`src/hdl/linked_buffer_queue_manager_top_defines.svh`:
```
// ----------------------------------------------------------------------------
// Linked buffer queue manager assertion macros
// Shared property wrappers for the queue manager checks.
// ----------------------------------------------------------------------------
`ifndef LINKED_BUFFER_QUEUE_MANAGER_TOP_DEFINES_SVH
`define LINKED_BUFFER_QUEUE_MANAGER_TOP_DEFINES_SVH

// antecedent and consequent in the same cycle
`define LBQM_ASSERT_SAME(name, ante, cons, msg) \
	name: assert property (@(posedge clk) disable iff (!arst_n) (ante) |-> (cons)) \
		else $error(msg);

// consequent in the cycle after the antecedent
`define LBQM_ASSERT_NEXT(name, ante, cons, msg) \
	name: assert property (@(posedge clk) disable iff (!arst_n) (ante) |=> (cons)) \
		else $error(msg);

`endif

```
`src/hdl/lbqm_pkg.sv`:
```
// ----------------------------------------------------------------------------
// Linked buffer queue manager package
// Widths, operation codes, controller states and transaction types.
// ----------------------------------------------------------------------------
package lbqm_pkg;

	localparam int IdW        = 8;
	localparam int OpW        = 3;
	localparam int QSelW      = 3;
	localparam int LinkDepth  = 256;
	localparam int NumQueues  = 8;
	localparam logic [IdW-1:0] MaxBuffers = 8'd255;
	localparam logic [IdW-1:0] CountMax   = 8'd255;

	typedef enum logic [OpW-1:0] {
		OP_INIT    = 3'd0,
		OP_ALLOC   = 3'd1,
		OP_RELEASE = 3'd2,
		OP_APPEND  = 3'd3,
		OP_INSERT  = 3'd4,
		OP_PULL    = 3'd5
	} op_t;

	typedef enum logic [2:0] {
		ST_IDLE,
		ST_EXEC,
		ST_READ,
		ST_APP2,
		ST_INIT,
		ST_DONE
	} state_t;

	typedef struct packed {
		logic [OpW-1:0]   op;
		logic [QSelW-1:0] queue_sel;
		logic [IdW-1:0]   buf_id;
	} in_item_t;

	typedef struct packed {
		logic [IdW-1:0] got_id;
		logic [IdW-1:0] free_count;
		logic           queue_empty;
		logic           pool_busy;
	} out_item_t;

endpackage

```
`src/hdl/lbqm_ram.sv`:
```
// ----------------------------------------------------------------------------
// Generic RAM
// One write port, one read port, read data registered.
// ----------------------------------------------------------------------------
module lbqm_ram #(
	parameter int Width = 8,
	parameter int Depth = 256
) (
	input  logic                     clk,
	input  logic                     we,
	input  logic [$clog2(Depth)-1:0] waddr,
	input  logic [Width-1:0]         wdata,
	input  logic [$clog2(Depth)-1:0] raddr,
	output logic [Width-1:0]         rdata
);

	logic [Width-1:0] mem_q [Depth];
	logic [Width-1:0] rdata_q;

	always_ff @(posedge clk) begin
		if (we) begin
			mem_q[waddr] <= wdata;
		end
		rdata_q <= mem_q[raddr];
	end

	assign rdata = rdata_q;

endmodule

```
`src/hdl/linked_buffer_queue_manager_top.sv`:
```
// ----------------------------------------------------------------------------
// Linked buffer queue manager
// Free list and user queues of numbered buffers, linked through one RAM.
// ----------------------------------------------------------------------------
// Usage:
//   in  channel : in_valid/in_ready, in_data holds op, queue_sel, buf_id.
//   out channel : out_valid/out_ready, out_data holds got_id, free_count,
//                 queue_empty and pool_busy; one result per input transaction.
//   cfg channel : cfg_valid/cfg_ready, cfg_data writes num_buffers; write it
//                 only while no transaction is in flight.
// States, from input acceptance to result in the output register:
//   alloc or pull of a non-empty list : EXEC, READ, DONE
//   append to a non-empty queue       : EXEC, APP2, DONE
//   init : EXEC, INIT per buffer, DONE; every other operation : EXEC, DONE
// The next input is taken once the result is loaded and the controller is idle.
// One transaction is worked at a time; the link RAM port and its registered
// read set the steps, init writes one link word per cycle.
// Reset clears heads, tails and the free count; the link RAM is not cleared,
// init builds it. A result waiting in the output register does not block
// the next input; a finished result waits in place while out_ready is low.
// ----------------------------------------------------------------------------
module linked_buffer_queue_manager_top
	import lbqm_pkg::*;
(
	input  logic           clk,
	input  logic           arst_n,
	input  logic           in_valid,
	output logic           in_ready,
	input  in_item_t       in_data,
	output logic           out_valid,
	input  logic           out_ready,
	output out_item_t      out_data,
	input  logic           cfg_valid,
	output logic           cfg_ready,
	input  logic [IdW-1:0] cfg_data
);

	`include "linked_buffer_queue_manager_top_defines.svh"

	state_t           state_q, state_d;
	logic [IdW-1:0]   num_buffers_q;
	logic [OpW-1:0]   op_q;
	logic [QSelW-1:0] sel_q;
	logic [IdW-1:0]   id_q;
	logic [IdW-1:0]   got_q, got_d;
	logic [IdW-1:0]   free_head_q, free_head_d;
	logic [IdW-1:0]   free_tail_q, free_tail_d;
	logic [IdW-1:0]   free_total_q, free_total_d;
	logic [IdW-1:0]   qhead_q [NumQueues];
	logic [IdW-1:0]   qtail_q [NumQueues];
	logic [IdW-1:0]   q_head_d, q_tail_d;
	logic             q_wr, q_clear;
	logic [IdW-1:0]   cnt_q, cnt_d;
	logic             out_valid_q, out_load;
	out_item_t        out_q;

	logic             ram_we;
	logic [IdW-1:0]   ram_waddr, ram_wdata, ram_raddr, ram_rdata;

	logic [IdW-1:0]   n_eff;
	logic             qok, accept;
	logic [IdW-1:0]   cur_qh, cur_qt;

	assign n_eff     = (num_buffers_q > MaxBuffers) ? MaxBuffers : num_buffers_q;
	assign qok       = int'(sel_q) < NumQueues;
	assign cur_qh    = qhead_q[sel_q];
	assign cur_qt    = qtail_q[sel_q];
	assign in_ready  = (state_q == ST_IDLE);
	assign accept    = in_valid && in_ready;
	assign cfg_ready = 1'b1;

	lbqm_ram #(
		.Width(IdW),
		.Depth(LinkDepth)
	) u_link_ram (
		.clk  (clk),
		.we   (ram_we),
		.waddr(ram_waddr),
		.wdata(ram_wdata),
		.raddr(ram_raddr),
		.rdata(ram_rdata)
	);

	always_comb begin
		state_d      = state_q;
		got_d        = got_q;
		free_head_d  = free_head_q;
		free_tail_d  = free_tail_q;
		free_total_d = free_total_q;
		q_head_d     = cur_qh;
		q_tail_d     = cur_qt;
		q_wr         = 1'b0;
		q_clear      = 1'b0;
		cnt_d        = cnt_q;
		out_load     = 1'b0;
		ram_we       = 1'b0;
		ram_waddr    = id_q;
		ram_wdata    = '0;
		ram_raddr    = free_head_q;
		case (state_q)
			ST_IDLE: begin
				if (accept) begin
					state_d = ST_EXEC;
				end
			end
			ST_EXEC: begin
				got_d   = '0;
				state_d = ST_DONE;
				case (op_t'(op_q))
					OP_INIT: begin
						q_clear = 1'b1;
						if (n_eff == '0) begin
							free_head_d  = '0;
							free_tail_d  = '0;
							free_total_d = '0;
						end else begin
							cnt_d   = IdW'(1);
							state_d = ST_INIT;
						end
					end
					OP_ALLOC: begin
						if (free_head_q != '0) begin
							ram_raddr = free_head_q;
							state_d   = ST_READ;
						end
					end
					OP_RELEASE: begin
						if (id_q != '0) begin
							ram_we      = 1'b1;
							ram_waddr   = id_q;
							ram_wdata   = free_head_q;
							free_head_d = id_q;
							if (free_tail_q == '0) begin
								free_tail_d = id_q;
							end
							if (free_total_q != CountMax) begin
								free_total_d = free_total_q + IdW'(1);
							end
						end
					end
					OP_APPEND: begin
						if (id_q != '0 && qok) begin
							ram_we    = 1'b1;
							ram_waddr = id_q;
							ram_wdata = '0;
							if (cur_qt != '0) begin
								state_d = ST_APP2;
							end else begin
								q_wr     = 1'b1;
								q_tail_d = id_q;
								q_head_d = (cur_qh == '0) ? id_q : cur_qh;
							end
						end
					end
					OP_INSERT: begin
						if (id_q != '0 && qok) begin
							ram_we    = 1'b1;
							ram_waddr = id_q;
							ram_wdata = cur_qh;
							q_wr      = 1'b1;
							q_head_d  = id_q;
							q_tail_d  = (cur_qt == '0) ? id_q : cur_qt;
						end
					end
					OP_PULL: begin
						if (qok && cur_qh != '0) begin
							ram_raddr = cur_qh;
							state_d   = ST_READ;
						end
					end
					default: begin
						state_d = ST_DONE;
					end
				endcase
			end
			ST_READ: begin
				ram_we    = 1'b1;
				ram_wdata = '0;
				state_d   = ST_DONE;
				if (op_t'(op_q) == OP_ALLOC) begin
					got_d       = free_head_q;
					ram_waddr   = free_head_q;
					free_head_d = ram_rdata;
					if (ram_rdata == '0) begin
						free_tail_d = '0;
					end
					if (free_total_q != '0) begin
						free_total_d = free_total_q - IdW'(1);
					end
				end else begin
					got_d     = cur_qh;
					ram_waddr = cur_qh;
					q_wr      = 1'b1;
					q_head_d  = ram_rdata;
					q_tail_d  = (ram_rdata == '0) ? '0 : cur_qt;
				end
			end
			ST_APP2: begin
				ram_we    = 1'b1;
				ram_waddr = cur_qt;
				ram_wdata = id_q;
				q_wr      = 1'b1;
				q_tail_d  = id_q;
				q_head_d  = (cur_qh == '0) ? id_q : cur_qh;
				state_d   = ST_DONE;
			end
			ST_INIT: begin
				ram_we    = 1'b1;
				ram_waddr = cnt_q;
				ram_wdata = (cnt_q < n_eff) ? cnt_q + IdW'(1) : '0;
				if (cnt_q == n_eff) begin
					free_head_d  = IdW'(1);
					free_tail_d  = n_eff;
					free_total_d = n_eff;
					state_d      = ST_DONE;
				end else begin
					cnt_d = cnt_q + IdW'(1);
				end
			end
			ST_DONE: begin
				if (!out_valid_q || out_ready) begin
					out_load = 1'b1;
					state_d  = ST_IDLE;
				end
			end
			default: begin
				state_d = ST_IDLE;
			end
		endcase
	end

	always_ff @(posedge clk or negedge arst_n) begin
		if (!arst_n) begin
			state_q       <= ST_IDLE;
			num_buffers_q <= 8'd255;
			free_head_q   <= '0;
			free_tail_q   <= '0;
			free_total_q  <= '0;
			out_valid_q   <= 1'b0;
			cnt_q         <= '0;
			for (int i = 0; i < NumQueues; i++) begin
				qhead_q[i] <= '0;
				qtail_q[i] <= '0;
			end
		end else begin
			state_q      <= state_d;
			free_head_q  <= free_head_d;
			free_tail_q  <= free_tail_d;
			free_total_q <= free_total_d;
			cnt_q        <= cnt_d;
			if (cfg_valid && cfg_ready) begin
				num_buffers_q <= cfg_data;
			end
			if (q_clear) begin
				for (int i = 0; i < NumQueues; i++) begin
					qhead_q[i] <= '0;
					qtail_q[i] <= '0;
				end
			end else if (q_wr) begin
				qhead_q[sel_q] <= q_head_d;
				qtail_q[sel_q] <= q_tail_d;
			end
			if (out_load) begin
				out_valid_q <= 1'b1;
			end else if (out_ready) begin
				out_valid_q <= 1'b0;
			end
		end
	end

	always_ff @(posedge clk) begin
		if (accept) begin
			op_q  <= in_data.op;
			sel_q <= in_data.queue_sel;
			id_q  <= in_data.buf_id;
		end
		got_q <= got_d;
		if (out_load) begin
			out_q.got_id      <= got_q;
			out_q.free_count  <= free_total_q;
			out_q.queue_empty <= qok ? (cur_qh == '0) : 1'b1;
			out_q.pool_busy   <= free_total_q < n_eff;
		end
	end

	assign out_valid = out_valid_q;
	assign out_data  = out_q;

	`LBQM_ASSERT_NEXT(a_one_in_flight, accept, !in_ready,
		"input accepted while a transaction is in flight")
	`LBQM_ASSERT_NEXT(a_result_loaded, (state_q == ST_DONE) && (!out_valid_q || out_ready),
		out_valid && (state_q == ST_IDLE), "finished result not presented")
	`LBQM_ASSERT_NEXT(a_init_count, (state_q == ST_INIT) && (cnt_q == n_eff),
		(free_total_q == $past(n_eff)) && (free_head_q == IdW'(1)),
		"free list not rebuilt by init")

endmodule
```
`config.mk`:
```
export PLATFORM = sky130hd
export DESIGN_NAME = linked_buffer_queue_manager_top
export DESIGN_NICKNAME = d
export VERILOG_FILES = /design/src/hdl/lbqm_pkg.sv /design/src/hdl/lbqm_ram.sv /design/src/hdl/linked_buffer_queue_manager_top.sv
export VERILOG_INCLUDE_DIRS = /design/src /design/src/hdl
export SDC_FILE = /design/constraint.sdc
export NUM_CORES = 2
export LEC_CHECK = 0
export BUFFER_PORTS_ARGS = -buffer_cell sky130_fd_sc_hd__clkbuf_2
export CAP_MARGIN = 20
export CORE_UTILIZATION = 50
export DETAILED_ROUTE_END_ITERATION = 16
export PLACE_DENSITY = 0.68
export SYNTH_ARGS = -nofsm -noshare
export SYNTH_HDL_FRONTEND = slang
export SYNTH_SLANG_ARGS = --single-unit
```
`constraint.sdc`:
```
create_clock -name clk -period 16.5 [get_ports clk]
set_clock_uncertainty 0.15 [all_clocks]
set_input_delay 4.95 -clock clk [delete_from_list [all_inputs] [get_ports clk]]
set_output_delay 4.95 -clock clk [all_outputs]
set_load 0.02 [all_outputs]
```
Word level (Yosys, flattened, before mapping) --
Memory sizes are Yosys's and may differ from the RTL's. A register that Yosys moved wholly into a read port is not among the register bits. Cells that the tools add are included.
Storage, ports and cells: memories kept 1, bits in latches 0, flip-flop bits (word level) 204, word-level logic and storage cells 175, output and inout bits 21, RAM bits 2048, memory bits (read-only) 0, input bits 27
Memories:
- u_link_ram.mem_q | words 256, width 8, read ports 1, clocked after memory_dff 1, write ports 1, RTL line lbqm_ram.sv:17 | logic [Width-1:0] mem_q [Depth];
Cells by class: div/mod/pow operators 0, reductions and logical operators 27, add/sub/neg operators 3, $lt $le $gt $ge 5, equal/unequal tests 24, shift operators 0, bitwise gates (word level) 1, muxes and demuxes 84, $mul 0
Operators by type and width (number):
- 8-bit 2-to-1 mux | 36
- 64-bit 2-to-1 mux | 4
- 8-bit one-hot mux with 3 select lines | 6
- 64-bit bitwise mux | 2
- 8-bit one-hot mux with 2 select lines | 7
- 8-bit binary-select mux with 3-bit select | 2
- 8-bit nonzero test | 5
- 8-bit logical NOT | 4
- 8-bit demux with 3-bit select | 1
- 3-bit 2-to-1 mux | 7
- 8-bit by 1-bit adder with 8-bit output (second input constant) | 2
- 8-bit less-than comparator | 2
- 3-bit one-hot mux with 5 select lines | 1
- 1-bit 2-to-1 mux | 14
- 3-bit by 2-bit == test with 1-bit output (second input constant) | 4
- 3-bit == test (second input constant) | 4
- 2-bit inequality test (second input constant) | 6
- 3-bit one-hot mux with 4 select lines | 1
- 3-bit inequality test (second input constant) | 3
- 8-bit == test | 1
- 8-bit > comparator (second input constant) | 1
- 8-bit inequality test (second input constant) | 1
- 8-bit AND reduction | 1
- 2-bit nonzero test | 4
- 19 further kinds | 25

Longest topological paths before layout --
depth after elaboration 13, mapped depth 17, gate-level depth less buffers 13

Hierarchy --
A second synthesis with hierarchy kept.
Unflattened totals: cell total of the unflattened synthesis 4845, area, all modules 90544.3 um2
By module, submodules not included:
- lbqm_ram | seq. area each 61659.1 um2, times used 1, cells each 3733, area an instance 79556.3 um2
- linked_buffer_queue_manager_top | seq. area each 5315.1 um2, times used 1, cells each 1112, area an instance 10988.0 um2

Worst setup path before layout --
OpenSTA, ideal clock, no wires.
path kind register -> register, start register num_buffers_q[1], end memory u_link_ram.mem_q[0][2], data pin, path buffers 0, data required time 14.163 ns, slack 2.136 ns, stages on the path, launching flop included 14, arrival 12.027 ns, setup time 2.187 ns, period minus slack after synthesis 14.364 ns, cell sequence dfstp_2 inv_1 ha_1 nor2b_1 o21a_1 o21ai_0 nand2b_1 a21oi_1 nor2b_1 o21ai_0 nand2b_1 a21o_1 nand2b_1 o21ai_0
Between the ends: longest elaborated chain between the ends 5
Ends and longest elaborated chain:
- start, declared | RTL line linked_buffer_queue_manager_top.sv:41 | logic [IdW-1:0] num_buffers_q;
- start signal, assigned | RTL line linked_buffer_queue_manager_top.sv:252 | num_buffers_q <= cfg_data;
- 8-bit > comparator | RTL line linked_buffer_queue_manager_top.sv:64 | assign n_eff = (num_buffers_q > MaxBuffers) ? MaxBuffers : num_buffers_q;
- 8-bit 2-to-1 mux (*) | RTL line linked_buffer_queue_manager_top.sv:64
- 8-bit less-than comparator (*) | RTL line linked_buffer_queue_manager_top.sv:210 | ram_wdata = (cnt_q < n_eff) ? cnt_q + IdW'(1) : '0;
- 8-bit 2-to-1 mux (*) | RTL line linked_buffer_queue_manager_top.sv:210
- 8-bit one-hot mux with 3 select lines (*) | RTL line linked_buffer_queue_manager_top.sv:100 | case (state_q)
- named net ram_wdata[2] | RTL line linked_buffer_queue_manager_top.sv:58 | logic [IdW-1:0] ram_waddr, ram_wdata, ram_raddr, ram_rdata;
- end, declared | RTL line lbqm_ram.sv:17
The timed path passes the listed nets; every way through them passes the cells marked *.

Worst setup path after layout --
start register sel_q[0], end register u_link_ram.rdata_q[3], in the netlist u_link_ram.rdata[3], read port of u_link_ram.mem_q
Between the ends: longest elaborated chain between the ends 8
Ends and longest elaborated chain:
- start, declared | RTL line linked_buffer_queue_manager_top.sv:43 | logic [QSelW-1:0] sel_q;
- start signal, assigned | RTL line linked_buffer_queue_manager_top.sv:274 | sel_q <= in_data.queue_sel;
- 3-bit inverter with 4-bit output (not written as such) (*) | RTL line linked_buffer_queue_manager_top.sv:66 | assign cur_qh = qhead_q[sel_q];
- 8-bit binary-select mux with 3-bit select (*) | RTL line linked_buffer_queue_manager_top.sv:66
- 8-bit 2-to-1 mux (not written as such) (*) (2 in series) | RTL line linked_buffer_queue_manager_top.sv:66
- 8-bit nonzero test | RTL line linked_buffer_queue_manager_top.sv:166 | if (qok && cur_qh != '0) begin
- 8-bit 2-to-1 mux (*) | RTL line linked_buffer_queue_manager_top.sv:166
- 8-bit 2-to-1 mux (*)
- 8-bit 2-to-1 mux (*) | RTL line linked_buffer_queue_manager_top.sv:100
- end, declared | RTL line lbqm_ram.sv:18 | logic [Width-1:0] rdata_q;
Mark *: on every way between the ends. The rest lies on a longest branch, timed or not. The select of a mux whose other input is x is not followed. A chain may end at the register's enable or synchronous reset.

==> results.md <==
- Fin util: 0.556
- Critical register-to-register path endpoint: u_link_ram.rdata[3]
- GRT busiest layer: met2
- Final Power: 18.1 mW
- Worst slew margin relative to its limit: 0.153
- Hold buffer count at CTS: 0
- Clock insertion delay at the later pin of the skew report: 0.87 ns
- Pleak: 36.8 nW
- Overall die width: 435 microns
- Boundary Pins: 48
- IR Drop Worst-Case VDD: 0.193 mV
- R2r setup slk: 8.18 ns
- Sinks on Clock Net: 2260
- Congestion Overflow GR: 0
- Max FO, Critical Path: 75
- CP arrival: 8.88 ns
- Number of nets in the layout: 6274
- Kind of path behind the tightest hold check: register to register
- Max-cap violation count: 0
- Number of cells on the worst reg-to-reg path: 16
- Library cell appearing most often on the critical path: buf_4
- Prevailing post-synth register cell: edfxtp_1
- Data required time at the worst endpoint: 17.05 ns
- Proportion of synthesized flip-flops having asynchronous set or reset: 0.0726
- Buffers on Ports: 46
- Total power per unit cell area: 175 nW/um^2
- GRT Total Usage: 0.244
- Wire length of the first global-routing pass: 343000 microns
- Top area cells in the synthesized netlist: edfxtp_1 67%, mux2i_1 8.9%, dfrtp_1 4.2%
- CTS H-tree lvls: 4
- Kind of critical path: register to register
- Slowest cell on crit path: buf_4
- Launching element type of the critical path: register
- Count of vias placed by the detailed router: 54.8k
- Routed len/inst: 26.2 microns
- Number of filler cells placed in the layout: 14.4k
- Initial standard-cell utilization of the core: 0.504
- Area delta synth->final: 10.3%
- Number of global-route vias before repair: 52.0k
- Drt first-iter violations: 6823
- Clk slew on worst S/H paths: 0.06 ns
- Run status: complete, no violations
- Avg Inst Size Synth: 14.9 sq um
- Final period utilization: 0.504
- Number of routed nets with antenna violations: 0
- Num CTS Buffers: 219
- Most used standard cell by instance count after synthesis: edfxtp_1
- Kind of end point of the critical path: register
- Startpoint of the worst-slack reg-to-reg timing path: sel_q[0]
- HPWL reported at the end of detailed placement: 132000 microns
- Transition at the pin with the smallest max-transition slack: 1.27 ns
- Hold path cells: 0
- Count of TritonRoute iterations in the first routing pass: 7
- Number of warnings reported in the yosys synthesis log: 0
- Cell area after placement: 95900 sq um
- Met1 usage: 0.345
- Fraction of final layout cells with drive strength greater than 1: 0.0885
- Post-cts sizing count: 0
- Endpoint of the worst hold path: out_data[17]
- RSZ-0062 raised after global routing: no
- Mapped Nets: 6335
- Number of antenna violations at the first check in global routing: 5
- Final Slew Violations: 0
- Post-CTS setup buffer count: 0
- Area enclosed by the die boundary: 189000 sq um
- Launch instance of the worst min-delay path: got_q[7]
- Sequential-to-total area share from yosys stat: 0.716
- TritonCTS clock tree: done
- Number of enable flip-flop cells after synthesis: 2088
- Via density per instance: 6.15
- Number of hold violations in the final report: 0
- Met3 track demand over resource: 0.0428
- Remaining design rule violation count: 0
- Final Hold Slack: 0.268 ns
- Critical path cell sequence: buf_4 > clkinv_1 > mux2i_1 > nand2_1 > o41ai_4 > buf_4 > buf_4 > buf_4 > buf_4 > mux2i_1 > nand2_1 > a32o_1 > a221oi_1 > o22ai_1 > nor4_1 > nor4_1
- Std-Cell Core Area: 186000 sq um
- Number of storage elements in the synthesis netlist: 2260
- Final instance area: 103000 sq um
- Proportion of netlist area held by the largest area contributor: 0.670
- Site Rows: 158
- Highest Clock Rate: 0.120 GHz
- Most used standard cells in the synthesized netlist: 2088 x edfxtp_1, 832 x mux2i_1, 457 x nor2_1, 453 x o21ai_0, 343 x nand2_1
- Pin count of the biggest net entering global routing: 219
- Number of setup violations in the final report: 0
- Total wirelength of the detailed-routed design: 233000 microns
- Unique masters post-synth: 72
- Cell count after synthesis: 6289
- Yosys top cell by area: edfxtp_1
- Buffers from clock root to sink, at most: 3
- Clock Root Buffer: clkbuf_16
- Total negative slack for setup checks: 0 ns
- Total standard cell area after synthesis: 93600 sq um
- Fin crit period: 8.32 ns
- Biggest cell delay along the critical path: 0.90 ns
- Die boundary height: 435 microns
- Grt met2 use: 0.377
- Global placer's final weighted congestion: 0.928
==> metrics by stage <==
stage	instances	worst slack (ns)
final	8899	8.18
after global routing	8898	7.80
after CTS	8888	8.41
after detailed placement	8477	8.41
after global placement	8468	8.39
after floorplan	6289	2.14
==> placed cells by master (no fill, tap or decap), types with 91 or more instances in the layout <==
master	Yosys	final
buf_4	81	91
nand2_1	343	325
nand3_1	152	152
nor2_1	457	457
o21ai_0	453	447
nand2b_1	269	267
edfxtp_1	2088	2088
a32o_1	112	112
dfrtp_1	156	156
mux2i_1	832	829
o211ai_1	266	266
clkbuf_16	0	220
a221oi_1	109	109
==> report_power, final <==
| part | internal (mW) | switching, mW | total (mW) |
|---|---|---|---|
| clock network | 2.80 | 2.16 | 4.96 |
| logic | 1.96 | 4.36 | 6.31 |
| registers | 6.68 | 0.129 | 6.80 |
==> area by class of cell <==
type / instances / area (sq um) / area share
repair buffers: 164 / 1330 / 0.0129
inverters: 29 / 109 / 0.00105
well taps: 2480 / 3100 / 0.0301
diodes: 1 / 2.50 / 0.0000243
flip-flops and latches: 2260 / 67000 / 0.649
clock inverters: 121 / 1240 / 0.0120
multi-input cells: 3554 / 24500 / 0.238
clock buffers: 290 / 5920 / 0.0574
==> how the worst max path moves through the flow <==
stage	start	end	slack, ns	depth (start not counted)
after floorplan	num_buffers_q[1]	u_link_ram.mem_q[0][2]	2.14	13
after global placement	sel_q[0]	u_link_ram.rdata[7]	8.39	16
after detailed placement	sel_q[0]	u_link_ram.rdata[3]	8.41	16
after CTS	sel_q[0]	u_link_ram.rdata[3]	8.41	16
after global routing	sel_q[0]	u_link_ram.rdata[3]	7.80	16
final	sel_q[0]	u_link_ram.rdata[3]	8.18	16
==> worst max-delay path, delay by kind of cell (launching register included) <==
kind | cells | cell delay (ns)
AND/OR/NAND/NOR | 4 | 1.28
multiplexers | 2 | 1.01
buffers and inverters | 6 | 3.98
AO/OA/AOI/OAI | 4 | 1.16
flip-flops | 1 | 0.33
==> kinds of logic (layout without fill, tap and decap cells) <==
family	Yosys count	after routing	share of synthesized area
buffers and inverters	475	604	0.0247
adders and majority gates	19	19	0.00254
AOI/OAI and AO/OA	1303	1303	0.0938
muxes	862	862	0.0948
and+or+nand+nor	1356	1356	0.0672
xor gates and xnor gates	13	13	0.00122
DFF	2260	2260	0.716
other	1	2	0.0000401
==> sequential cells by signal, indices dropped and copies added (netlist names) <==
signal	cells
u_link_ram.rdata	8
qhead_q	64
op_q	3
out_valid	1
u_link_ram.mem_q	2048
id_q	8
sel_q	3
qtail_q	64
cnt_q	8
out_data	18
got_q	8
num_buffers_q	8
free_total_q	8
free_head_q	8
state_q	3
==> per-layer routing <==
metal,part of all wire,vias up
li1,-,24269
met1,0.41,27502
met2,0.46,2516
met3,0.086,480
met4,0.039,6
met5,0.00024,-
Power figures use the tool's default switching activity.
